==> src/rtl/gpnm_pkg.sv <==
// ----------------------------------------------------------------------------
// Grey palette nearest match: shared package
// Types, constants and helper functions used by the front end, the queue
// and the scan engine.
// ----------------------------------------------------------------------------
package gpnm_pkg;

    localparam int PAL_ENTRIES = 256;
    localparam int IDX_W       = $clog2(PAL_ENTRIES);
    localparam int RGB_W       = 24;
    localparam int DIST_W      = 10;
    localparam int SUM_W       = 15;

    localparam int LUM_R_WEIGHT = 21;
    localparam int LUM_G_WEIGHT = 72;
    localparam int LUM_B_WEIGHT = 7;
    localparam int LUM_DIVISOR  = 100;
    localparam int LUM_SHIFT    = 19;
    localparam int LUM_RECIP    = ((1 << LUM_SHIFT) + LUM_DIVISOR - 1) / LUM_DIVISOR;
    localparam int PROD_W       = 28;

    localparam int QDEPTH = 4;
    localparam int QPTR_W = $clog2(QDEPTH);
    localparam int QCNT_W = $clog2(QDEPTH + 1);

    typedef enum logic {
        OP_LOAD    = 1'b0,
        OP_CONVERT = 1'b1
    } op_t;

    typedef enum logic [1:0] {
        BK_IDLE,
        BK_SCAN,
        BK_DRAIN,
        BK_FINISH
    } bk_state_t;

    typedef struct packed {
        logic        req_type;
        logic [7:0]  entry_index;
        logic [15:0] entry_color;
        logic [15:0] pixel_color;
    } req_t;

    typedef struct packed {
        logic [7:0]        match_index;
        logic [DIST_W-1:0] match_distance;
    } rsp_t;

    typedef struct packed {
        op_t              op;
        logic [7:0]       index;
        logic [RGB_W-1:0] data;
    } q_item_t;

    typedef struct packed {
        logic valid;
        logic full;
    } q_status_t;

    typedef struct packed {
        logic busy;
    } bk_status_t;

    function automatic logic [RGB_W-1:0] expand565(input logic [15:0] c);
        logic [4:0] r5;
        logic [5:0] g6;
        logic [4:0] b5;
        r5 = c[15:11];
        g6 = c[10:5];
        b5 = c[4:0];
        return {r5, r5[4:2], g6, g6[5:4], b5, b5[4:2]};
    endfunction

    function automatic logic [7:0] absdiff8(input logic [7:0] a, input logic [7:0] b);
        return (a >= b) ? (a - b) : (b - a);
    endfunction

endpackage

==> src/rtl/gpnm_queue.sv <==
// ----------------------------------------------------------------------------
// Grey palette nearest match: work queue
// A short first-in first-out queue between the front end and the scan engine.
// ----------------------------------------------------------------------------
module gpnm_queue
    import gpnm_pkg::*;
(
    input  logic      clk,
    input  logic      rst_n,
    input  logic      push,
    input  q_item_t   push_item,
    input  logic      pop,
    output q_item_t   head_item,
    output q_status_t stat
);

    q_item_t           slot_reg [QDEPTH];
    logic [QPTR_W-1:0] wr_ptr_reg;
    logic [QPTR_W-1:0] rd_ptr_reg;
    logic [QCNT_W-1:0] count_reg;
    logic [QCNT_W-1:0] count_next;
    logic              do_push;
    logic              do_pop;

    assign stat.valid = (count_reg != '0);
    assign stat.full  = (count_reg == QCNT_W'(QDEPTH));
    assign do_push    = push && !stat.full;
    assign do_pop     = pop && stat.valid;
    assign head_item  = slot_reg[rd_ptr_reg];

    always_comb
    begin
        count_next = count_reg;
        if (do_push && !do_pop)
        begin
            count_next = count_reg + 1'b1;
        end
        else if (do_pop && !do_push)
        begin
            count_next = count_reg - 1'b1;
        end
    end

    always_ff @(posedge clk or negedge rst_n)
    begin
        if (!rst_n)
        begin
            wr_ptr_reg <= '0;
            rd_ptr_reg <= '0;
            count_reg  <= '0;
        end
        else
        begin
            count_reg <= count_next;
            if (do_push)
            begin
                wr_ptr_reg <= wr_ptr_reg + 1'b1;
            end
            if (do_pop)
            begin
                rd_ptr_reg <= rd_ptr_reg + 1'b1;
            end
        end
    end

    always_ff @(posedge clk)
    begin
        if (do_push)
        begin
            slot_reg[wr_ptr_reg] <= push_item;
        end
    end

endmodule

==> config.mk <==
export PLATFORM = sky130hd
export DESIGN_NAME = gpnm_queue
export DESIGN_NICKNAME = d
export VERILOG_FILES = /design/src/rtl/gpnm_pkg.sv /design/src/rtl/gpnm_queue.sv
export SDC_FILE = /design/constraint.sdc
export NUM_CORES = 1
export LEC_CHECK = 0
export BUFFER_PORTS_ARGS = -buffer_cell sky130_fd_sc_hd__buf_2
export CORE_MARGIN = 3
export CORE_UTILIZATION = 40
export CTS_CLUSTER_SIZE = 12
export DETAILED_ROUTE_END_ITERATION = 8
export GPL_TIMING_DRIVEN = 0
export PLACE_DENSITY = 0.67
export SYNTH_ARGS = -nofsm -noshare
export SYNTH_HDL_FRONTEND = slang
export SYNTH_SLANG_ARGS = --single-unit
export TNS_END_PERCENT = 5
==> constraint.sdc <==
create_clock -name clk -period 2.2 [get_ports clk]
set_clock_uncertainty 0.2 [all_clocks]
set_input_delay 0.22 -clock clk [delete_from_list [all_inputs] [get_ports clk]]
set_output_delay 0.22 -clock clk [all_outputs]
set_load 0.02 [all_outputs]
==> metrics.md, run 1 <==
| Metric | Value |
|---|---|
| Number of buffers created by CTS | 17 |
| Die width | 120 um |
| Commonest cells in the netlist | edfxtp_1 (132), mux4_2 (28), dfrtp_1 (7), ha_1 (5), mux4_1 (5) |
| DRT Pass-1 Iters | 4 |
| Routed vias/inst | 4.78 |
| Initial antenna violation count | 0 |
| Post-route ant nets | 0 |
| Vias in the first global route | 2662 |
| Fin crit share | 1.01 |
| CP max stage cell | mux4_2 |
| MaxCap Viol Count | 0 |
| Area share of the largest cell type after synthesis | 0.757 |
| Post-synth cell types | 21 |
| Post-route DRC | 0 |
| Design area | 6990 sq um |
| Max reg flops | 132 |
| Final TNS setup | -0.164 ns |
| RSZ-0062 raised after global routing | yes |
| Startpoint types | register |
| Vias | 2507 |
| Syn avg cell area | 25.2 sq um |
| Leak | 0.00250 uW |
| FFs w/ async S/R, synth | 0.0504 |
| Root Buffer | clkbuf_16 |
| Cell with the most instances after synthesis | edfxtp_1 |
| M3 GR Usage | 0.0486 |
| Reg2reg start | count_reg[1]$_DFFE_PN0P_ |
| Area of the multi-input gates | 1020 sq um |
| # rows | 41 |
| Synthesis Warnings | 0 |
| Core ar. | 12700 sq um |
| Internal power | 7040 uW |
| GRT busiest layer | met2 |
| Clock sink count | 139 |
| Critical Path RT | 1.78 ns |
| FF-to-FF path depth | 8 |
| GRT Resource Usage Total | 0.138 |
| Power density over the cells | 1420 nW/um^2 |
| Die height | 120 um |
| CP cell instances | buf_12, buf_12, mux4_2, buf_2 |
| Share of the yosys chip area belonging to registers | 0.790 |
| GR Layer Usage met1 | 0.172 |
| Mapped cell area | 5240 sq um |
| Arr. time, crit path | 1.81 ns |
| Status | finished, violations left |
| Slew @ Worst Pin | 0.539 ns |
| Inserted Diodes | 0 |
| Setup crit end kind | output port |
| Switching Share | 0.291 |
| First-pass GRT wire length | 14300 um |
| RD Place Congestion | 0.645 |
| Post-layout min period | 2.23 ns |
| Kind of critical path | register to output port |
| Worst-Skew Late Latency | 0.41 ns |
| Fmax | 448 MHz |
| Area post-placement | 5890 sq um |
| Final HPWL DP | 5420 um |
| Max incr delay on CP | 0.52 ns |
| Worst setup path end | head_item[1] |
| Post-Synthesis Cells | 208 |
| Clk buf depth | 2 |
| Post-synth top area cell | edfxtp_1 |
| Routed len/inst | 17.6 um |
| Proportion of power drawn by the clock network | 0.307 |
| Reg-to-Reg End | count_reg[2]$_DFFE_PN0P_ |
| H-Tree Level Count | 4 |
| Combinational power share | 0.323 |
| Met2 Use GR | 0.219 |
| CTS tree | done |
| Yosys reg bits | 139 |
| Setup violators final | 15 |
| P&R area growth vs syn | 33.5% |
| Register area | 4140 sq um |
| Routed wire length | 9210 um |
| Final Hold Fails | 0 |
| Post-synth EDFFs | 132 |
| IO Pins | 72 |
| Final #Nets | 382 |
| Worst setup startpoint | rd_ptr_reg[0]$_DFFE_PN0P_ |
| Max Slew Vio Count | 0 |
| Slack of the critical path | -0.0303 ns |
| Layout filler cell count | 999 |
| Worst min-delay path class | primary input to register |
| Reg-to-reg setup timing slack | 0.02 ns |
| Synth Flop Type | edfxtp_1 |
| Dominant cells by area after synthesis | edfxtp_1 (76%), mux4_2 (12%), dfrtp_1 (3.3%) |
| Largest net degree at the start of global routing | 34 |
| Share of power burned in registers | 0.370 |
| Critical Path Fanout Max | 10 |
| DR iter-0 viols | 153 |
| GR Overflow Total | 0 |
| Failing checks | setup timing |
| Initial core utilization | 0.412 |
| Net Switching | 2890 uW |
| Maximum VDD drop | 0.928 mV |
| Port bufs | 71 |
| Top cell by count, worst path | buf_12 |
| Ratio of cells with drive above 1 in the final layout | 0.446 |
| Clock-pin slew on the worst setup and hold paths | 0.06 ns |
| Rel. slew slack | 0.641 |
| Full die area | 14500 sq um |
| Mapped Nets | 251 |
[cell usage in the layout, fill, tap and decap left out, types with 2 or more instances in the layout]
cell / instances
dfrtp_2: 2
edfxtp_1: 132
dfrtp_1: 5
inv_1: 3
clkinvlp_4: 3
clkinv_4: 3
buf_12: 7
buf_4: 4
mux4_1: 5
dlygate4sd3_1: 36
xnor2_1: 4
mux4_2: 28
xor2_1: 2
clkbuf_16: 18
buf_2: 68
buf_6: 5
and2_2: 3
clkinv_2: 3
ha_1: 4
bufinv_16: 5
[metal layers]
metal | wire length (um) | up-vias | part of all wire
met2 | 4540 | 66 | 0.49
met3 | 422 | 18 | 0.046
met1 | 4050 | 1284 | 0.44
met5 | 0 | - | 0
li1 | - | 1139 | -
met4 | 191 | 0 | 0.021
[logic make-up after synthesis]
kind of cell / share of synthesized area
adder cells (fa/ha/maj): 0.0158
flip-flops: 0.790
multiplexers: 0.150
buffers and inverters: 0.0217
AND/OR/NAND/NOR: 0.0119
XOR/XNOR: 0.0100
[worst max-delay path: cells and delay by family (launching register included)]
family	cells	cell delay (ns)
buffers and inverters	3	0.50
flip-flops	1	0.38
multiplexers	1	0.52
[cell type report]
cell class,count,area share
plain buffers,9,0.0170
clock buffers,17,0.0608
multi-input cells,57,0.146
inverters,3,0.00161
flip-flops and latches,139,0.592
well taps,172,0.0308
clock inverters,15,0.0319
repair buffers,112,0.119
[metrics by stage]
step	setup WS, ns	hold WS, ns	cells	util	power [uW]
after floorplan	-0.0516	-0.276	208	-	5810
after global placement	-0.731	-0.140	451	0.458	6660
after detailed placement	-0.0983	-0.131	454	0.463	6770
after CTS	-0.0750	0.0616	522	0.544	9930
after global routing	-0.117	0.105	524	0.550	10400
final	-0.0303	0.0855	524	0.550	9930
[worst min path at each step]
stage	startpoint	endpoint	slack [ns]	cells past startpoint
finish	push	wr_ptr_reg[0]$_DFFE_PN0P_	0.09	4
global route	push	wr_ptr_reg[0]$_DFFE_PN0P_	0.10	4
CTS	push	wr_ptr_reg[0]$_DFFE_PN0P_	0.06	4
detailed placement	rst_n	count_reg[2]$_DFFE_PN0P_	-0.13	1
global placement	rst_n	count_reg[2]$_DFFE_PN0P_	-0.14	1
floorplan	rst_n	count_reg[0]$_DFFE_PN0P_	-0.28	0
[power by group through the flow]
stage / clock network, uW / registers, uW / logic, uW
floorplan: 0 / 3690 / 2120
global placement: 0 / 3720 / 2940
detailed placement: 0 / 3720 / 3040
CTS: 3110 / 3670 / 3140
global route: 3240 / 3720 / 3460
finish: 3050 / 3670 / 3210
[timing repair]
action                                  CTS  global route
gates cloned                              0             1
pin swaps                                 1             1
hold buffers                             36             0
hold endpoints to repair                141             0
buffers inserted                          0             1
resized for setup                         9            10
endpoints found under the setup margin   64            31
No activity file was read; power rests on OpenSTA's default activity.
==> inputs of run 2 (changes only) <==
--- a/config.mk
+++ b/config.mk
@@ -5,7 +5,7 @@
 export SDC_FILE = /design/constraint.sdc
 export NUM_CORES = 1
 export LEC_CHECK = 0
-export BUFFER_PORTS_ARGS = -buffer_cell sky130_fd_sc_hd__buf_2
+export BUFFER_PORTS_ARGS = -buffer_cell sky130_fd_sc_hd__clkbuf_2
 export CORE_MARGIN = 3
 export CORE_UTILIZATION = 40
 export CTS_CLUSTER_SIZE = 12
==> metrics.md, run 2 (synthesized netlist as in run 1, its figures left out) <==
| Metric | Value |
|---|---|
| Status | finished, violations left |
| Failing checks | setup timing |
| Final cell count without fillers | 525 |
| Number of buffers created by CTS | 17 |
| Maximum VDD drop | 0.726 mV |
| Worst hold path cell count | 4 |
| Switching Share | 0.287 |
| Initial core utilization | 0.412 |
| Net Switching | 2850 uW |
| Post-route ant nets | 0 |
| Arr. time, crit path | 1.80 ns |
| Inserted Diodes | 0 |
| Final #Nets | 383 |
| Slack of the critical path | -0.0225 ns |
| Die width | 120 um |
| P&R area growth vs syn | 33.1% |
| Routed len/inst | 17.6 um |
| Critical Path Fanout Max | 10 |
| FF-to-FF path depth | 8 |
| Register area | 4140 sq um |
| Setup crit end kind | output port |
| Vias | 2527 |
| Finished Core Util | 0.548 |
| Layout filler cell count | 1010 |
| Worst-Skew Late Latency | 0.41 ns |
| IO Pins | 72 |
| RSZ-0062 raised after global routing | yes |
| Final Hold Fails | 0 |
| Internal power | 7080 uW |
| Port bufs | 71 |
| Area of the multi-input gates | 1020 sq um |
| Power density over the cells | 1420 nW/um^2 |
| MaxCap Viol Count | 0 |
| H-Tree Level Count | 4 |
| Most frequent cells in the layout | edfxtp_1 (132), clkbuf_2 (51), dlygate4sd3_1 (36) |
| Largest net degree at the start of global routing | 34 |
| Root Buffer | clkbuf_16 |
| Die height | 120 um |
| Kind of critical path | register to output port |
| DR iter-0 viols | 173 |
| Clock sink count | 139 |
| Full die area | 14500 sq um |
| Routed wire length | 9220 um |
| Leak | 0.00249 uW |
| Initial antenna violation count | 0 |
| Clk buf depth | 2 |
| Post-route DRC | 0 |
| Fin crit share | 1.01 |
| Setup violators final | 6 |
| Proportion of power drawn by the clock network | 0.312 |
| CTS tree | done |
| Slew @ Worst Pin | 0.513 ns |
| Vias in the first global route | 2725 |
| Max reg flops | 132 |
| Core ar. | 12700 sq um |
| Dpl cells | 454 |
| RD Place Congestion | 0.634 |
| Routed vias/inst | 4.81 |
| Max Slew Vio Count | 0 |
| GRT Resource Usage Total | 0.142 |
| Critical Path RT | 1.78 ns |
| # rows | 41 |
| Combinational power share | 0.319 |
| GR Overflow Total | 0 |
| Share of power burned in registers | 0.370 |
| Ratio of cells with drive above 1 in the final layout | 0.433 |
| Clock-pin slew on the worst setup and hold paths | 0.05 ns |
| First-pass GRT wire length | 14900 um |
| DRT Pass-1 Iters | 4 |
| Post-layout min period | 2.22 ns |
| Rel. slew slack | 0.658 |
| Worst min-delay path class | primary input to register |
| Most common cell after layout, fill and taps aside | edfxtp_1 |
| Fmax | 450 MHz |
| Startpoint types | register |
[run 2: changes by cell type in the layout (fill, tap and decap cells not counted), moves of 3 or more]
| cell | before | now |
|---|---|---|
| clkinv_1 | 0 | 4 |
| clkbuf_2 | 0 | 51 |
| buf_2 | 68 | 19 |
| clkinv_4 | 3 | 0 |
| clkinv_2 | 3 | 0 |
[run 2: routing by layer]
layer	vias up	track usage	part of all wire
met5	-	0	0
met4	0	0.0602	0.019
met3	19	0.0496	0.053
met2	61	0.240	0.52
met1	1303	0.165	0.41
li1	1144	-	-
[run 2: repair_timing]
action / 4_1_cts / 5_1_grt
pin swaps: 1 / 0
hold buffers: 36 / 0
setup endpoints to repair: 64 / 31
setup buffers: 0 / 3
gates resized for setup: 8 / 27
endpoints found under the hold margin: 141 / 0
[run 2: metrics by stage]
stage	setup WS [ns]	total power, uW	TNS, ns	cell area (sq um)	hold WS (ns)
4_1_cts	-0.0586	10000	-0.823	6930	0.119
5_1_grt	-0.0922	10400	-1.79	6970	0.138
6_report	-0.0225	9920	-0.0525	6970	0.131
2_1_floorplan	-0.0516	5810	-5.15	5250	-0.276
3_5_place_dp	-0.119	6790	-3.98	5890	-0.126
3_3_place_gp	-0.724	6660	-71.79	5820	-0.136
[run 2: power groups by stage]
| stage | logic [uW] | registers [uW] | clock network (uW) |
|---|---|---|---|
| after global routing | 3420 | 3720 | 3270 |
| after global placement | 2950 | 3710 | 0 |
| after CTS | 3160 | 3680 | 3170 |
| final | 3160 | 3670 | 3090 |
| after detailed placement | 3060 | 3730 | 0 |
| after floorplan | 2120 | 3690 | 0 |
[run 2: final cells by class]
| cell class | count | area share |
|---|---|---|
| Clock inverter | 14 | 0.0323 |
| Sequential cell | 139 | 0.594 |
| Multi-Input combinational cell | 57 | 0.147 |
| Inverter | 3 | 0.00161 |
| Buffer | 9 | 0.0169 |
| Tap cell | 172 | 0.0309 |
| Clock buffer | 18 | 0.0615 |
| Timing Repair Buffer | 113 | 0.116 |
[run 2: worst paths after layout]
check	from	endpoint	slack, ns
max in group asynchronous	rst_n	count_reg[0]$_DFFE_PN0P_	0.96
worst min register to register	count_reg[2]$_DFFE_PN0P_	count_reg[2]$_DFFE_PN0P_	0.30
worst max-delay path	rd_ptr_reg[0]$_DFFE_PN0P_	head_item[1]	-0.02
worst max register to register	count_reg[0]$_DFFE_PN0P_	count_reg[2]$_DFFE_PN0P_	0.04
min in group asynchronous	rst_n	count_reg[2]$_DFFE_PN0P_	0.57
worst min-delay path	push	wr_ptr_reg[0]$_DFFE_PN0P_	0.13
[run 2: worst max-delay path, cell delays in order, from the launching register on]
cell	delay (ns)
dfrtp_1	0.35
buf_8	0.16
buf_12	0.16
mux4_2	0.52
buf_2	0.18
==> inputs of run 3 (changes only) <==
--- a/config.mk
+++ b/config.mk
@@ -5,13 +5,14 @@
 export SDC_FILE = /design/constraint.sdc
 export NUM_CORES = 1
 export LEC_CHECK = 0
+export ABC_AREA = 1
 export BUFFER_PORTS_ARGS = -buffer_cell sky130_fd_sc_hd__clkbuf_2
 export CORE_MARGIN = 3
-export CORE_UTILIZATION = 40
+export CORE_UTILIZATION = 52
 export CTS_CLUSTER_SIZE = 12
 export DETAILED_ROUTE_END_ITERATION = 8
 export GPL_TIMING_DRIVEN = 0
-export PLACE_DENSITY = 0.67
+export PLACE_DENSITY = 0.81
 export SYNTH_ARGS = -nofsm -noshare
 export SYNTH_HDL_FRONTEND = slang
 export SYNTH_SLANG_ARGS = --single-unit
==> metrics.md, run 3 <==
| Metric | Value |
|---|---|
| Status | finished clean |
| Largest net degree at the start of global routing | 27 |
| Design area | 7490 sq um |
| Worst setup path end | head_item[5] |
| Die height | 112 um |
| FF-to-FF path depth | 9 |
| Routed vias/inst | 5.20 |
| Post-layout min period | 2.13 ns |
| Worst-Skew Late Latency | 0.42 ns |
| Vias in the first global route | 3933 |
| Reg2reg start | count_reg[0]$_DFFE_PN0P_ |
| Rel. slew slack | 0.650 |
| Maximum VDD drop | 0.783 mV |
| Clk buf depth | 2 |
| Initial core utilization | 0.536 |
| Setup violators final | 0 |
| Largest family of logic cells by synthesized area | compound AO/OA/AOI/OAI gates |
| Mux contribution to synthesized area | 0 |
| DR WL met2 | 6530 um |
| Max Slew Vio Count | 0 |
| Pwr Total | 10500 uW |
| WL met1 | 4930 um |
| Number of buffers created by CTS | 17 |
| Compound-cell area share of the yosys netlist | 0.114 |
| # rows | 38 |
| Cell with the most instances after synthesis | edfxtp_1 |
| Mapped Nets | 488 |
| Kind of critical path | register to output port |
| Post-route DRC | 0 |
| Fin crit share | 0.969 |
| Most frequent cells in the layout | edfxtp_1 (132), nand2_1 (115), inv_1 (78) |
| Share of the yosys chip area belonging to registers | 0.707 |
| Inserted Diodes | 0 |
| Max layer used | met4 |
| Critical Path Fanout Max | 10 |
| Fmax | 469 MHz |
| Leak | 0.00315 uW |
| Finished Core Util | 0.685 |
| Reg-to-reg setup timing slack | 0.10 ns |
| Synth Area in XOR/XNOR | 0.00150 |
| MaxCap Viol Count | 0 |
| Routed wire length | 12600 um |
| Routed length on met3 | 839 um |
| Worst min-delay path class | primary input to register |
| CTS tree | done |
| Setup crit end kind | output port |
| Top cell by count, worst path | buf_2 |
| Clock sink count | 139 |
| Dominant cells by area after synthesis | edfxtp_1 (68%), nand2_1 (7.5%), o211ai_2 (7.0%) |
| Clock-pin slew on the worst setup and hold paths | 0.06 ns |
| Critical Path RT | 1.78 ns |
| CP cell instances | buf_2, buf_2, o211ai_1, nand2_1, clkbuf_2 |
| GR Overflow Total | 0 |
| Syn avg cell area | 13.2 sq um |
| Power density over the cells | 1400 nW/um^2 |
| Slew @ Worst Pin | 0.524 ns |
| FFs w/ async S/R, synth | 0.0504 |
| RSZ-0062 raised after global routing | yes |
| Ratio of cells with drive above 1 in the final layout | 0.292 |
| Mapped cell area | 5860 sq um |
| Post-synth EDFFs | 132 |
| Core ar. | 10900 sq um |
| Startpoint types | register |
| Initial antenna violation count | 0 |
| DR iter-0 viols | 175 |
| CP max stage cell | dfrtp_1 |
| RD Place Congestion | 0.768 |
| P&R area growth vs syn | 27.8% |
| First-pass GRT wire length | 20100 um |
| H-Tree Level Count | 4 |
| Area post-placement | 6510 sq um |
| DRT Pass-1 Iters | 5 |
| Max reg flops | 132 |
| Most common cell after layout, fill and taps aside | edfxtp_1 |
| IO Pins | 72 |
| Post-route ant nets | 0 |
| Routed len/inst | 17.3 um |
| Post-Synthesis Cells | 445 |
| Dpl cells | 660 |
| Reg-to-Reg End | count_reg[1]$_DFFE_PN0P_ |
| Final TNS setup | 0 ns |
| Synthesis Warnings | 0 |
| Synth Area in Adders | 0.0141 |
| Synth Flop Type | edfxtp_1 |
| Yosys reg bits | 139 |
| Vias | 3794 |
| Full die area | 12600 sq um |
| Area share of the largest cell type after synthesis | 0.677 |
| Final Hold Fails | 0 |
| Post-synth cell types | 19 |
| Final #Nets | 621 |
| Synth Area in Simple Gates | 0.0846 |
| Port bufs | 71 |
| GRT Resource Usage Total | 0.209 |
| Arr. time, crit path | 1.71 ns |
| Final cell count without fillers | 730 |
| Commonest cells in the netlist | edfxtp_1 (132), nand2_1 (117), inv_1 (78), o211ai_1 (33), o211ai_2 (33) |
| Max incr delay on CP | 0.32 ns |
| Worst setup startpoint | rd_ptr_reg[1]$_DFFE_PN0P_ |
| Root Buffer | clkbuf_16 |
| Post-synth top area cell | edfxtp_1 |
| Final HPWL DP | 7630 um |
| Die width | 112 um |
[run 3: changes by cell type in the layout (fill, tap and decap cells not counted), sizes merged, moves of 4 or more]
| cell | previous run | this run |
|---|---|---|
| nand3 | 1 | 7 |
| nand2 | 1 | 117 |
| and2 | 4 | 0 |
| inv | 3 | 83 |
| o211ai | 0 | 66 |
| mux4 | 33 | 0 |
| clkbuf | 69 | 93 |
| buf | 35 | 23 |
| bufinv | 6 | 1 |
[run 3: where the power goes]
| group | internal, uW | switching [uW] |
|---|---|---|
| Combinational | 1430 | 2800 |
| Sequential | 3500 | 187 |
| Clock | 1530 | 1040 |
[run 3: how the worst min path moves through the flow]
stage | start | end | cells past startpoint
final | push_item[20] | slot_reg[1][20]$_DFFE_PP_ | 2
after global routing | push_item[32] | slot_reg[1][32]$_DFFE_PP_ | 2
after CTS | push_item[9] | slot_reg[0][9]$_DFFE_PP_ | 2
after detailed placement | rst_n | count_reg[1]$_DFFE_PN0P_ | 1
after global placement | rst_n | count_reg[2]$_DFFE_PN0P_ | 1
after floorplan | rst_n | count_reg[0]$_DFFE_PN0P_ | 0
[run 3: metal layers]
metal  up-vias  track usage
met3        28       0.0512
met5         -            0
li1       1801            -
met1      1815        0.252
met4         0       0.0881
met2       150        0.360
[run 3: logic make-up after synthesis]
kind of cell | after synthesis
buffers and inverters | 103
flip-flops | 139
AO/OA/AOI/OAI | 67
XOR/XNOR | 1
AND/OR/NAND/NOR | 129
adder cells (fa/ha/maj) | 6
[run 3: final cells by class]
| class | instances | area [sq um] |
|---|---|---|
| Fill cell | 734 | 3450 |
| Timing Repair Buffer | 114 | 828 |
| Clock buffer | 18 | 429 |
| Sequential cell | 139 | 4140 |
| Inverter | 82 | 313 |
| Buffer | 21 | 188 |
| Multi-Input combinational cell | 203 | 1310 |
| Clock inverter | 13 | 104 |
| Tap cell | 140 | 175 |
[run 3: what timing repair did]
action                                  CTS  global route
hold buffers                             37             0
hold endpoints to repair                143             0
cloned                                    0             0
endpoints found under the setup margin   49            19
gates resized for setup                   4            16
buffers inserted                          0             2
[run 3: worst max-delay path, delay by kind of cell, from the launching register on]
family,cells,cell delay (ns)
DFF,1,0.32
AOI/OAI and AO/OA,1,0.15
and+or+nand+nor,1,0.12
buffers and inverters,3,0.71
[run 3: per-stage QoR]
step,hold slack (ns),setup WS (ns)
after floorplan,-0.276,-0.0545
after global placement,-0.137,-0.780
after detailed placement,-0.131,-0.118
after CTS,0.352,0.0262
after global routing,0.353,-0.00925
final,0.359,0.0677
