--- config.mk ---
export PLATFORM = sky130hd
export DESIGN_NAME = gpnm_front
export DESIGN_NICKNAME = d
export VERILOG_FILES = /design/src/rtl/gpnm_pkg.sv /design/src/rtl/gpnm_front.sv
export SDC_FILE = /design/constraint.sdc
export NUM_CORES = 1
export LEC_CHECK = 0
export BUFFER_PORTS_ARGS = -buffer_cell sky130_fd_sc_hd__buf_2
export CAP_MARGIN = 5
export CORE_ASPECT_RATIO = 0.6
export CORE_MARGIN = 2
export CORE_UTILIZATION = 45
export DETAILED_ROUTE_END_ITERATION = 10
export SLEW_MARGIN = 0
export SYNTH_ARGS = -nofsm -noshare
export SYNTH_HDL_FRONTEND = slang
export SYNTH_SLANG_ARGS = --single-unit
--- constraint.sdc ---
create_clock -name clk -period 7.05 [get_ports clk]
set_clock_uncertainty 0.05 [all_clocks]
set_input_delay 0.3525 -clock clk [delete_from_list [all_inputs] [get_ports clk]]
set_output_delay 0.3525 -clock clk [all_outputs]
set_load 0.02 [all_outputs]
--- src/rtl/gpnm_pkg.sv ---
// ----------------------------------------------------------------------------
// Grey palette nearest match: shared package
// Types, constants and helper functions used by the front end, the queue
// and the scan engine.
// ----------------------------------------------------------------------------
package gpnm_pkg;

    localparam int PAL_ENTRIES = 256;
    localparam int IDX_W       = $clog2(PAL_ENTRIES);
    localparam int RGB_W       = 24;
    localparam int DIST_W      = 10;
    localparam int SUM_W       = 15;

    localparam int LUM_R_WEIGHT = 21;
    localparam int LUM_G_WEIGHT = 72;
    localparam int LUM_B_WEIGHT = 7;
    localparam int LUM_DIVISOR  = 100;
    localparam int LUM_SHIFT    = 19;
    localparam int LUM_RECIP    = ((1 << LUM_SHIFT) + LUM_DIVISOR - 1) / LUM_DIVISOR;
    localparam int PROD_W       = 28;

    localparam int QDEPTH = 4;
    localparam int QPTR_W = $clog2(QDEPTH);
    localparam int QCNT_W = $clog2(QDEPTH + 1);

    typedef enum logic {
        OP_LOAD    = 1'b0,
        OP_CONVERT = 1'b1
    } op_t;

    typedef enum logic [1:0] {
        BK_IDLE,
        BK_SCAN,
        BK_DRAIN,
        BK_FINISH
    } bk_state_t;

    typedef struct packed {
        logic        req_type;
        logic [7:0]  entry_index;
        logic [15:0] entry_color;
        logic [15:0] pixel_color;
    } req_t;

    typedef struct packed {
        logic [7:0]        match_index;
        logic [DIST_W-1:0] match_distance;
    } rsp_t;

    typedef struct packed {
        op_t              op;
        logic [7:0]       index;
        logic [RGB_W-1:0] data;
    } q_item_t;

    typedef struct packed {
        logic valid;
        logic full;
    } q_status_t;

    typedef struct packed {
        logic busy;
    } bk_status_t;

    function automatic logic [RGB_W-1:0] expand565(input logic [15:0] c);
        logic [4:0] r5;
        logic [5:0] g6;
        logic [4:0] b5;
        r5 = c[15:11];
        g6 = c[10:5];
        b5 = c[4:0];
        return {r5, r5[4:2], g6, g6[5:4], b5, b5[4:2]};
    endfunction

    function automatic logic [7:0] absdiff8(input logic [7:0] a, input logic [7:0] b);
        return (a >= b) ? (a - b) : (b - a);
    endfunction

endpackage

--- src/rtl/gpnm_front.sv ---
// ----------------------------------------------------------------------------
// Grey palette nearest match: front end
// Accepts requests, drops loads outside the palette, expands colours and
// works out the grey level of a pixel before queueing the work.
// ----------------------------------------------------------------------------
module gpnm_front
    import gpnm_pkg::*;
(
    input  logic      clk,
    input  logic      rst_n,
    input  logic      req_valid,
    output logic      req_stall,
    input  req_t      req_data,
    input  q_status_t q_stat,
    output logic      q_push,
    output q_item_t   q_push_item
);

    logic             s1_valid_reg;
    logic             s1_valid_next;
    op_t              s1_op_reg;
    logic [7:0]       s1_index_reg;
    logic [RGB_W-1:0] s1_rgb_reg;
    logic [SUM_W-1:0] s1_sum_reg;

    logic             take;
    logic             keep;
    logic [RGB_W-1:0] pix_rgb;
    logic [SUM_W-1:0] sum_next;
    logic [PROD_W-1:0] lum_prod;

    assign req_stall = s1_valid_reg && q_stat.full;
    assign take      = req_valid && !req_stall;
    assign keep      = (op_t'(req_data.req_type) == OP_CONVERT)
                    || ({1'b0, req_data.entry_index} < 9'(PAL_ENTRIES));
    assign q_push    = s1_valid_reg && !q_stat.full;

    always_comb
    begin
        pix_rgb  = expand565(req_data.pixel_color);
        sum_next = SUM_W'(pix_rgb[23:16]) * SUM_W'(LUM_R_WEIGHT)
                 + SUM_W'(pix_rgb[15:8])  * SUM_W'(LUM_G_WEIGHT)
                 + SUM_W'(pix_rgb[7:0])   * SUM_W'(LUM_B_WEIGHT);
    end

    // The grey level is the weighted sum divided by the divisor, done as a
    // multiplication by a scaled reciprocal that is exact over the whole range.
    assign lum_prod = PROD_W'(s1_sum_reg) * PROD_W'(LUM_RECIP);

    always_comb
    begin
        q_push_item.op    = s1_op_reg;
        q_push_item.index = s1_index_reg;
        if (s1_op_reg == OP_LOAD)
        begin
            q_push_item.data = s1_rgb_reg;
        end
        else
        begin
            q_push_item.data = {16'd0, lum_prod[LUM_SHIFT+7:LUM_SHIFT]};
        end
    end

    always_comb
    begin
        if (take)
        begin
            s1_valid_next = keep;
        end
        else if (q_push)
        begin
            s1_valid_next = 1'b0;
        end
        else
        begin
            s1_valid_next = s1_valid_reg;
        end
    end

    always_ff @(posedge clk or negedge rst_n)
    begin
        if (!rst_n)
        begin
            s1_valid_reg <= 1'b0;
        end
        else
        begin
            s1_valid_reg <= s1_valid_next;
        end
    end

    always_ff @(posedge clk)
    begin
        if (take)
        begin
            s1_op_reg    <= op_t'(req_data.req_type);
            s1_index_reg <= req_data.entry_index;
            s1_rgb_reg   <= expand565(req_data.entry_color);
            s1_sum_reg   <= sum_next;
        end
    end

endmodule

==> results of run 1 <==
-- routing by layer --
metal	GRT usage, %	up-vias
met5	0	-
met4	3.44	0
met3	2.44	7
met2	27.1	81
met1	28.9	2201
li1	-	2197
-- worst max-delay path, delay by kind of cell (launching register included) --
kind	cells	cell delay, ps
muxes	1	260
AOI/OAI and AO/OA	4	1050
xor gates and xnor gates	1	70
adders and majority gates	6	2680
and+or+nand+nor	1	210
DFF	1	570
buffers and inverters	5	370
-- layout by cell type (no fill, tap or decap), types with 3 or more instances in the layout --
cell                        synthesis  routed
sky130_fd_sc_hd__edfxtp_1          40      40
sky130_fd_sc_hd__buf_2              0      79
sky130_fd_sc_hd__o31ai_1            3       3
sky130_fd_sc_hd__inv_1            177     177
sky130_fd_sc_hd__o21ai_2            3       3
sky130_fd_sc_hd__fa_1             101     101
sky130_fd_sc_hd__mux2_2             5       5
sky130_fd_sc_hd__nand3_1            4       4
sky130_fd_sc_hd__nor2b_1           14      13
sky130_fd_sc_hd__nor2_1            16      16
sky130_fd_sc_hd__or2_2              3       3
sky130_fd_sc_hd__nand2b_1           3       3
sky130_fd_sc_hd__a21o_1            10      10
sky130_fd_sc_hd__xor2_1             7       7
sky130_fd_sc_hd__xnor2_1           19      19
sky130_fd_sc_hd__a21oi_1           20      20
sky130_fd_sc_hd__o21ai_0           10      10
sky130_fd_sc_hd__nand4_1            4       4
sky130_fd_sc_hd__or3_1              4       4
sky130_fd_sc_hd__ha_1             143     143
sky130_fd_sc_hd__clkbuf_16          0       5
sky130_fd_sc_hd__nand2_1           11      11
-- logic make-up (layout without fill, tap and decap cells) --
group | after synthesis | count (layout) | share of synthesized area [%]
mux | 6 | 6 | 0.961
fa+ha+maj | 244 | 244 | 55.2
compound gates | 65 | 65 | 6.94
flops | 41 | 41 | 17.8
simple gates | 69 | 69 | 5.44
buf+inv | 185 | 265 | 10.4
xor+xnor | 26 | 26 | 3.30
-- worst max path at each step --
stage	from	to	slack, ps	cells past startpoint
2_1_floorplan	s1_sum_reg[12]$_DFFE_PP_	q_push_item[6]	1760	17
3_3_place_gp	s1_sum_reg[12]$_DFFE_PP_	q_push_item[2]	1470	18
3_5_place_dp	s1_sum_reg[12]$_DFFE_PP_	q_push_item[2]	1470	18
4_1_cts	s1_sum_reg[12]$_DFFE_PP_	q_push_item[2]	1130	18
5_1_grt	s1_sum_reg[12]$_DFFE_PP_	q_push_item[7]	880	18
6_report	s1_sum_reg[12]$_DFFE_PP_	q_push_item[2]	1150	18
-- what timing repair did --
item / 4_1_cts / 5_1_grt
hold buffers: 1 / 0
setup buffers: 0 / 0
hold endpoints to repair: 1 / 0
resized for setup: 0 / 0
-- cell type report --
cell class | count | area [µm²]
multi-input combinational | 410 | 4970
clock inverter | 3 | 25.0
clock buffer | 5 | 125
fill | 1393 | 7480
timing repair buffer | 80 | 405
inverter | 177 | 664
tap | 203 | 254
sequential | 41 | 1230
-- metrics by stage --
step | utilization [%] | worst slack (ps) | hold WS (ps) | std cells | instance area, µm²
4_1_cts | 50.6 | 1130 | 172 | 919 | 7670
5_1_grt | 50.6 | 877 | 172 | 919 | 7670
6_report | 50.6 | 1150 | 182 | 919 | 7670
3_3_place_gp | 49.5 | 1470 | 77.6 | 910 | 7510
3_5_place_dp | 49.5 | 1470 | 78.3 | 910 | 7510
2_1_floorplan | - | 1760 | 6.91 | 636 | 6900
==> impl.org, run 1 <==
** Worst setup path
- Reg2Reg Launch Point :: s1_valid_reg$_DFFE_PN0P_
- Arrival time at the worst endpoint :: roughly 5500 ps
- Reg-to-reg endpoint :: s1_op_reg$_DFFE_PP_
- Depth of the worst register-to-register path :: 2
- Slack of the worst reg-to-reg path :: about 5200 ps
- Cell chain of the critical path :: fa_1, ha_1, inv_1, fa_1, inv_1, fa_1, inv_1, fa_1, inv_1, ha_1, a21o_1, a21o_1, a2111oi_4, nand3_2, a21oi_2, xnor2_1, mux2_2, buf_2
- On the critical path, the stage with the largest delay is an instance of sky130_fd_sc_hd__edfxtp_1.
- Largest stage delay on the critical path :: ~570 ps
- The critical path is of the register to output pin type.
- STA classifies the critical path startpoint as a register.
- At the worst endpoint, the required time is ~6700 ps.
- Type of destination of the critical path :: output pin
- In this run the worst path has a maximum fanout of 7.

** STA
- Final hold violation count :: 0
- The number of slew-limit violations in the final report came to 0.
- Max_slew headroom :: between 20% and 30%
- Minimum period implied by the final worst setup slack :: just under 6000 ps
- Number of setup violations in the final report :: 0
- Setup total negative slack on the finished layout was measured at 0 ps.
- Of the available clock period, the critical path in the final layout requires ~84%.
- Setup repair after global routing left no endpoint under its margin.
- Worst Max-Slew Pin Slew :: ~1100 ps
- Highest achievable clock rate :: 170 MHz

** Clock tree
- Total CTS buffers :: 5
- CTS H-tree depth :: 2
- TritonCTS built the clock tree.
- After clock tree synthesis, the clock-pin slew on the worst setup and hold paths is ~60 ps.
- Clock tree buffer depth :: 2
- The cell sitting at the root of the clock tree is a sky130_fd_sc_hd__clkbuf_16.
- Clock tree synthesis found a total of just over 40 sinks.
- Clk_lat worst skew :: 290 ps

** Hold path
- The worst hold path terminates at s1_index_reg[7]$_DFFE_PP_.
- In this run the most critical hold path is launched from req_data[39].
- Counting instances, the worst hold path has a depth of 1.
- The path class of the tightest hold or removal check is input port to register.

** Synthesis
- Synth Net Count :: around 930
- Synth top area share :: about 29%
- Warnings from Yosys :: 0
- Counting flops with a built-in enable in the synthesized netlist gives 40.
- After synthesis, the share of flip-flops with an asynchronous set or reset is ~2.4%.
- The most used flip-flop cell after synthesis is sky130_fd_sc_hd__edfxtp_1.
- Sequential cells were found to cover roughly 18% of the synthesized design area.
- The synthesized netlist contains 47 unique library cells.
- Mean cell area of the mapped netlist :: about 11 µm²
- Synthesized instance count :: approximately 640
- Number of flip-flops and latches in the synthesized netlist :: about 40
- By count the netlist is led by 177 x sky130_fd_sc_hd__inv_1, 143 x sky130_fd_sc_hd__ha_1, 101 x sky130_fd_sc_hd__fa_1, 40 x sky130_fd_sc_hd__edfxtp_1, 20 x sky130_fd_sc_hd__a21oi_1.
- Cell type contributing the most total cell area after synthesis :: sky130_fd_sc_hd__fa_1
- Yosys instantiated no cell more often than sky130_fd_sc_hd__inv_1.
- Ranked by total cell area, the synthesized netlist is headed by sky130_fd_sc_hd__fa_1 29%, sky130_fd_sc_hd__ha_1 26%, sky130_fd_sc_hd__edfxtp_1 17%.
- Post-synthesis instance area :: between 6000 and 7000 µm²

** Floorplanning
- After floorplanning, the core was divided into 35 placement rows.
- Horizontal die dimension :: approximately 160 µm
- Standard cell core area :: 15200 µm²
- Die H :: about 100 µm
- Area of the die :: around 16000 µm²
- Top Ports :: between 80 and 90
- The initial utilization of the core area, before any placement, comes to 45.6%.

** Route
- In this run the top signal layer used is met4.
- Total length of routed met3 wires :: 702 µm
- Per-cell routed wire length :: about 14 µm
- Average via count per standard cell :: between 4 and 5
- Final WL :: around 13 mm
- The first detailed-routing pass took 4 iterations.
- Detailed routing placed a total of about 5.4 mm of wire on met2.
- After detailed routing, the wire length on met1 is 6.98 mm.
- Post-route DRC violation count :: 0
- In this run the remaining antenna-violating nets after routing total 0.
- Vias post-DR :: between 4000 and 5000
- Initial DRC count :: approximately 210

** Final layout
- Share of cells above drive strength 1 :: 15.1%
- The register with the most flip-flops in the layout has 16 of them.
- Antenna diode instance count :: 0
- The area growth from synthesis to layout is 11.1%.
- At the end of the flow, the number of nets in the layout was about 1000.

** Flow run
- Max-cap violations in this run came to 0.

** Global routing
- The first global-routing pass estimated around 23 mm of wire.
- Pin count of the biggest net entering global routing :: 41
- In the global route stage, overall resource usage came out at 18.3%.
- For this run the aggregate overflow at the end of global routing stands at 0.
- The initial antenna violation count came to 0.
- Vias in the first global route :: just under 5000

** Outcome
- Result of the run :: complete, no violations

** Place
- Buffers placed on the I/O ports in this run total 79.
- The wire-length estimate of the detail-placed layout is ~12 mm.
- Routability-driven placement finished with a final weighted congestion of ~0.85.
Power of run 1 is not shown: default switching activity piles up to over one toggle a cycle in this logic, so the estimate is an artifact.
==> run 2, diff against run 1 <==
--- a/config.mk
+++ b/config.mk
@@ -11,6 +11,7 @@
 export CORE_MARGIN = 2
 export CORE_UTILIZATION = 45
 export DETAILED_ROUTE_END_ITERATION = 10
+export PLACE_DENSITY = 0.67
 export SLEW_MARGIN = 0
 export SYNTH_ARGS = -nofsm -noshare
 export SYNTH_HDL_FRONTEND = slang
==> constraint.sdc (replaced) <==
create_clock -name clk -period 5 [get_ports clk]
set_clock_uncertainty 0.05 [all_clocks]
set_input_delay 0.25 -clock clk [delete_from_list [all_inputs] [get_ports clk]]
set_output_delay 0.25 -clock clk [all_outputs]
set_load 0.02 [all_outputs]
==> impl.org, run 2 (synthesis gave the netlist of run 1 again) <==
** Outcome
- Result of the run :: finished with violations
- Violated checks :: setup timing

** Worst setup path
- The maximum fanout count along the critical path came to 4 (-3).
- Type of destination of the critical path :: output pin
- Largest stage delay on the critical path :: 510 ps (-60 ps)
- The critical path goes through buf_6, buf_6, fa_1, ha_1, inv_2, fa_1, fa_1, fa_1, inv_2, ha_4, nand4_4, nor4_4, o31ai_4, a31oi_4, o21ai_2, or3_1, nand3_2, buf_6.
- Startpoint Class :: register
- The number of cells on the critical path is 18 (unchanged).
- Number of buffers and inverters on the critical path :: 5 (unchanged)
- Depth of the worst register-to-register path :: 2 (unchanged)
- The worst setup path is of the register to output pin kind.
- Slowest cell on the critical path :: sky130_fd_sc_hd__fa_1
- The required time at the worst-slack endpoint came to 4700 ps (-1950 ps).
- The worst endpoint data arrival time is 5210 ps (-280 ps).
- CP dominant cell by count :: sky130_fd_sc_hd__fa_1
- The cell family contributing the most delay on the critical path is adder cells.

** Route
- The count of vias placed by the detailed router is 4892 (+9.1%).
- The mean number of vias per cell came to 4.99 (+2.2%).
- Number of search-and-repair iterations in the first detailed-routing pass :: 4 (unchanged)
- The per-cell routed wire length was 16.0 µm (+11%).
- The DRC violation total after the first TritonRoute iteration came to 244 (+17%).
- The post-route antenna net violation count is 0 (unchanged).
- The DRC violation count after routing was 0 (unchanged).
- The final routed wirelength across all metal layers came to 15.7 mm (+19%).

** STA
- Max_slew headroom :: 22.8% (-2.8 points)
- Of the available clock period, the critical path in the final layout requires 110%.
- Unrepaired setup endpoints after global routing :: true
- Highest achievable clock rate :: 182 MHz
- Number of setup violations in the final report :: 8 (+8)
- Summed negative setup slack over all endpoints :: -3560 ps (-3560 ps)
- Worst-case setup margin in the final layout :: -510 ps (-1660 ps)
- Final hold violation count :: 0 (unchanged)
- Final-report max-slew violation count :: 0 (unchanged)
- Worst Max-Slew Pin Slew :: 1150 ps (+41.3 ps)
- Subtracting the final worst setup slack from the clock period gives 5510 ps.

** Global routing
- The aggregate global-route resource usage was 20.3% (+2.0 points).
- The initial antenna violation count came to 0 (unchanged).
- The pin count of the biggest net entering global routing came to 41 (unchanged).
- Remaining global-route overflow :: 0 (unchanged)
- First-pass GRT wire length :: 25.9 mm (+11%)
- Vias in the first global route :: 5298 (+9.9%)

** Hold path
- The instance count along the most critical hold path came to 1 (unchanged).
- The worst hold path belongs to the class input port to register.

** Floorplanning
- Top Ports :: 81 (unchanged)
- Number of placement rows :: 35 (unchanged)
- The placeable core region came to 15200 µm² (unchanged).
- Initial Util :: 45.6% (unchanged)
- Die H :: 99.9 µm (unchanged)
- Area of the die :: 16400 µm² (unchanged)
- The horizontal die dimension was 164 µm (unchanged).

** Place
- The final HPWL from detailed placement came to 13.0 mm (+11%).
- The quantity of I/O buffers inserted on ports is 79 (unchanged).
- The routability congestion estimate came to 0.882 (+3.9%).
- Count of placed standard cells including taps :: 954 (+4.8%)

** Flow run
- Max-capacitance violation count :: 0 (unchanged)

** Clock tree
- CTS root buffer :: sky130_fd_sc_hd__clkbuf_16
- Total number of clock tree sinks :: 41 (unchanged)
- Total CTS buffers :: 5 (unchanged)
- Clock tree buffer depth :: 2 (unchanged)
- TritonCTS clock tree :: done
- Clock transition at the registers of the reported paths :: 70 ps (about the same)
- The H-tree level count came to 2 (unchanged).
- The insertion delay of the later-clocked pin in the worst-skew pair was 290 ps (about the same).

** Final layout
- Area grow syn2layout :: 24.2%
- The non-filler instance count after layout was 981 (+6.7%).
- The total number of nets in the final design was 1067 (+6.2%).
- Share of cells above drive strength 1 :: 28.9% (+14 points)
- The library cell used most frequently in the layout, excluding fill and tap cells, is sky130_fd_sc_hd__inv_1.
- Antenna diode instance count :: 0 (unchanged)
- Most used cells in the layout excluding fill and tap cells :: 165 x sky130_fd_sc_hd__inv_1, 125 x sky130_fd_sc_hd__ha_1, 95 x sky130_fd_sc_hd__fa_1
- The number of flip-flops in the largest register is 16 (unchanged).
## run 2: changes by cell type in the layout (fill, tap and decap cells not counted), moves of 5 or more
cell / before / now
sky130_fd_sc_hd__a21oi_1: 20 / 15
sky130_fd_sc_hd__buf_2: 79 / 72
sky130_fd_sc_hd__buf_4: 0 / 54
sky130_fd_sc_hd__buf_6: 0 / 15
sky130_fd_sc_hd__fa_1: 101 / 95
sky130_fd_sc_hd__fa_2: 0 / 6
sky130_fd_sc_hd__ha_1: 143 / 125
sky130_fd_sc_hd__ha_4: 0 / 17
sky130_fd_sc_hd__inv_1: 177 / 165
sky130_fd_sc_hd__inv_2: 0 / 12
## run 2: cell type report
class / instances / area, µm²
Inverter: 177 / 664
Clock buffer: 5 / 125
Fill cell: 1305 / 6580
Timing Repair Buffer: 142 / 945
Clock inverter: 3 / 25.0
Multi-Input combinational cell: 410 / 5330
Sequential cell: 41 / 1230
Tap cell: 203 / 254
## run 2: what timing repair did
action	in CTS	in global routing
setup endpoints to repair	8	8
hold endpoints to repair	1	0
hold buffers	1	0
pin swaps	41	51
setup buffers	12	6
resized for setup	49	33
## run 2: path summary, 6_finish.rpt
kind | from | endpoint | slack (ps)
min in group asynchronous | rst_n | s1_valid_reg$_DFFE_PN0P_ | 200
min reg2reg | s1_valid_reg$_DFFE_PN0P_ | s1_valid_reg$_DFFE_PN0P_ | 650
max | s1_sum_reg[13]$_DFFE_PP_ | q_push_item[7] | -510
min | req_data[21] | s1_rgb_reg[10]$_DFFE_PP_ | 80
max in group asynchronous | rst_n | s1_valid_reg$_DFFE_PN0P_ | 4620
max reg2reg | s1_valid_reg$_DFFE_PN0P_ | s1_sum_reg[8]$_DFFE_PP_ | 3090
## run 2: layer usage
metal	up-vias	GRT usage [%]	routed length (µm)
met4	0	2.36	74
met2	112	32.2	7020
met1	2455	29.2	7540
met5	-	0	0
li1	2316	-	-
met3	9	5.17	1090
## run 2: metrics by stage
step / hold slack, ps / setup slack [ps] / util (%) / area, µm²
after floorplan: -95.6 / 10.8 / - / 6940
after global placement: -24.9 / -196 / 51.9 / 7870
after detailed placement: -24.1 / -274 / 51.9 / 7870
after CTS: 70.8 / -449 / 55.4 / 8400
after global routing: 65.8 / -691 / 56.6 / 8570
final: 75.1 / -510 / 56.6 / 8570
## run 2: worst reg2reg max path, cell delays in order, from the launching register on
cell and delay (ps):
sky130_fd_sc_hd__dfrtp_1 380, sky130_fd_sc_hd__and2_1 180, sky130_fd_sc_hd__nor2b_4 900
Power of run 2 is left out for the same reason.
==> run 3, diff against run 2 <==
--- a/config.mk
+++ b/config.mk
@@ -7,11 +7,12 @@
 export LEC_CHECK = 0
 export BUFFER_PORTS_ARGS = -buffer_cell sky130_fd_sc_hd__buf_2
 export CAP_MARGIN = 5
-export CORE_ASPECT_RATIO = 0.6
+export CORE_ASPECT_RATIO = 0.8
 export CORE_MARGIN = 2
 export CORE_UTILIZATION = 45
 export DETAILED_ROUTE_END_ITERATION = 10
 export PLACE_DENSITY = 0.67
+export RECOVER_POWER = 50
 export SLEW_MARGIN = 0
 export SYNTH_ARGS = -nofsm -noshare
 export SYNTH_HDL_FRONTEND = slang
==> impl.org, run 3 (synthesis gave the netlist of run 1 again) <==
** Outcome
- Violated checks :: setup timing
- Result of the run :: finished with violations

** Final layout
- Largest register FFs :: 16 (unchanged)
- Area used by sequential logic in the layout :: 1230 µm² (unchanged)
- The antenna diode count was 0 (unchanged).
- The library cell used most frequently in the layout, excluding fill and tap cells, is sky130_fd_sc_hd__inv_1.
- Area grow syn2layout :: 23.8%
- The core utilization of the finished layout was 56.9% (+0.34 points).
- # nets final :: 1075 (+0.75%)
- The area of combinational cells with multiple inputs is 5280 µm² (-1.1%).
- Final non-filler cell total :: 975 (-0.61%)
- Most used cells in the layout excluding fill and tap cells :: 166 x sky130_fd_sc_hd__inv_1, 128 x sky130_fd_sc_hd__ha_1, 97 x sky130_fd_sc_hd__fa_1
- The count of fill cells added during filler insertion came to 1273 (-2.5%).
- Share of cells above drive strength 1 :: 25.7% (-3.2 points)

** STA
- The minimum clock period was 5570 ps (+57.5 ps).
- The number of slew-limit violations in the final report is 0 (unchanged).
- Worst-case setup margin in the final layout :: -567 ps (-57.5 ps)
- The transition time of the tightest slew-check pin is 1150 ps (-0.864 ps).
- Number of setup violations in the final report :: 8 (unchanged)
- Highest achievable clock rate :: 180 MHz (-1.0%)
- Setup repair after global routing could not meet its margin everywhere.
- The final count of hold timing violations came to 0 (unchanged).
- Fraction of the cycle the final worst path needs :: 111% (+1.1 points)
- Max_slew headroom :: 22.9% (+0.058 points)
- The setup total negative slack is -3600 ps (-43.5 ps).

** Hold path
- In this run the worst hold path is classified as input port to register.

** Floorplanning
- Standard cell core area :: 15000 µm² (-0.91%)
- The floorplan die area was 16400 µm² (-0.16%).
- The effective utilization at floorplan is 46.0% (+0.42 points).
- The vertical extent of the die is 115 µm (+15%).
- The total number of placement rows is 40 (+14%).
- The horizontal die dimension came to 142 µm (-13%).
- The boundary pin count came to 81 (unchanged).

** Global routing
- Antenna violations before repair :: 0 (unchanged)
- First-pass GRT wire length :: 25.9 mm (unchanged)
- Pin count of the biggest net entering global routing :: 41 (unchanged)
- Vias in the first global route :: 5422 (+2.3%)
- Remaining global-route overflow :: 0 (unchanged)
- The aggregate global-route resource usage is 20.2% (-0.11 points).

** Worst setup path
- The critical path is of the register to output pin type.
- Required time of the critical path :: 4700 ps (about the same)
- The worst setup path is captured at an output pin.
- The maximum fanout count along the critical path was 4 (unchanged).
- The worst endpoint data arrival time is 5270 ps (+60 ps).
- Startpoint Class :: register
- Slack of the worst reg-to-reg path :: 3060 ps (-30 ps)

** Place
- Count of placed standard cells including taps :: 946 (-0.84%)
- Total of buffers placed on input and output ports :: 79 (unchanged)
- The setup slack after placement is -281 ps (-6.70 ps).
- Final RePlAce weighted congestion :: 0.858 (-2.7%)
- The final HPWL from detailed placement came to 12.6 mm (-2.8%).

** Route
- Number of search-and-repair iterations in the first detailed-routing pass :: 4 (unchanged)
- The final routed wirelength across all metal layers is 15.3 mm (-3.0%).
- The per-cell routed wire length is 15.6 µm (-2.4%).
- Vias post-DR :: 4835 (-1.2%)
- The DRC violation count after routing is 0 (unchanged).
- Average via count per standard cell :: 4.96 (-0.56%)
- The post-route antenna net violation count came to 0 (unchanged).
- Initial DRC count :: 173 (-29%)

** Clock tree
- Clock tree buffer depth :: 2 (unchanged)
- Total number of clock tree sinks :: 41 (unchanged)
- Clk_lat worst skew :: 290 ps (about the same)
- Total CTS buffers :: 5 (unchanged)
- CTS root buffer :: sky130_fd_sc_hd__clkbuf_16
- The H-tree level count was 2 (unchanged).
- The clock-pin transition on the worst setup and hold timing paths was 70 ps (about the same).
- TritonCTS clock tree :: done

** Flow run
- Max-capacitance violation count :: 0 (unchanged)
## run 3: changes by cell type in the layout (fill, tap and decap cells not counted), moves of 2 or more
cell	change
sky130_fd_sc_hd__ha_4	-4
sky130_fd_sc_hd__fa_2	-2
sky130_fd_sc_hd__inv_6	-2
sky130_fd_sc_hd__fa_1	+2
sky130_fd_sc_hd__buf_2	-24
sky130_fd_sc_hd__ha_1	+3
sky130_fd_sc_hd__clkbuf_1	+25
sky130_fd_sc_hd__buf_4	+7
## run 3: layer usage
layer | up-vias | GRT usage (%) | wire length, µm
li1 | 2329 | - | -
met1 | 2398 | 26.4 | 6950
met2 | 77 | 36.1 | 7550
met3 | 31 | 2.92 | 478
met4 | 0 | 4.36 | 282
met5 | - | 0 | 0
## run 3: worst max-delay path, stage by stage (launching register included)
cell and delay, ps:
sky130_fd_sc_hd__edfxtp_1 500, sky130_fd_sc_hd__fa_1 570, sky130_fd_sc_hd__ha_4 310, sky130_fd_sc_hd__inv_2 50, sky130_fd_sc_hd__fa_1 510, sky130_fd_sc_hd__inv_1 60
sky130_fd_sc_hd__fa_1 490, sky130_fd_sc_hd__inv_2 40, sky130_fd_sc_hd__fa_1 490, sky130_fd_sc_hd__inv_2 50, sky130_fd_sc_hd__ha_4 230, sky130_fd_sc_hd__a21o_1 160
sky130_fd_sc_hd__a21o_1 190, sky130_fd_sc_hd__a2111oi_4 460, sky130_fd_sc_hd__a31oi_4 170, sky130_fd_sc_hd__o21ai_2 220, sky130_fd_sc_hd__xor2_1 210, sky130_fd_sc_hd__a21oi_2 80
sky130_fd_sc_hd__buf_4 190
## run 3: metrics by stage
| step | hold slack, ps | instance area [µm²] |
|---|---|---|
| floorplan | -95.6 | 6940 |
| global placement | -24.9 | 7900 |
| detailed placement | -23.9 | 7900 |
| CTS | 80.9 | 8480 |
| global route | 75.7 | 8550 |
| finish | 80.2 | 8550 |
## run 3: worst paths after layout
kind                                           from                        to  cells past startpoint
min in group asynchronous                     rst_n  s1_valid_reg$_DFFE_PN0P_                      2
min reg2reg                s1_valid_reg$_DFFE_PN0P_  s1_valid_reg$_DFFE_PN0P_                      2
max                        s1_sum_reg[12]$_DFFE_PP_            q_push_item[6]                     18
min                                    req_data[40]       s1_op_reg$_DFFE_PP_                      1
max in group asynchronous                     rst_n  s1_valid_reg$_DFFE_PN0P_                      2
max reg2reg                s1_valid_reg$_DFFE_PN0P_  s1_rgb_reg[21]$_DFFE_PP_                      2
## run 3: area by class of cell
cell class	count	area share, %
inverter	177	7.77
clock inverter	3	0.542
tap	189	2.77
sequential	41	14.3
clock buffer	5	1.46
multi-input combinational	410	61.7
timing repair buffer	150	11.4
## run 3: what timing repair did
action / CTS / global route
endpoints found under the setup margin: 8 / 8
gates resized for setup: 55 / 19
hold buffers: 1 / 0
pin swaps: 46 / 29
hold endpoints to repair: 1 / 0
setup buffers: 17 / 3
Power of run 3 is left out for the same reason.
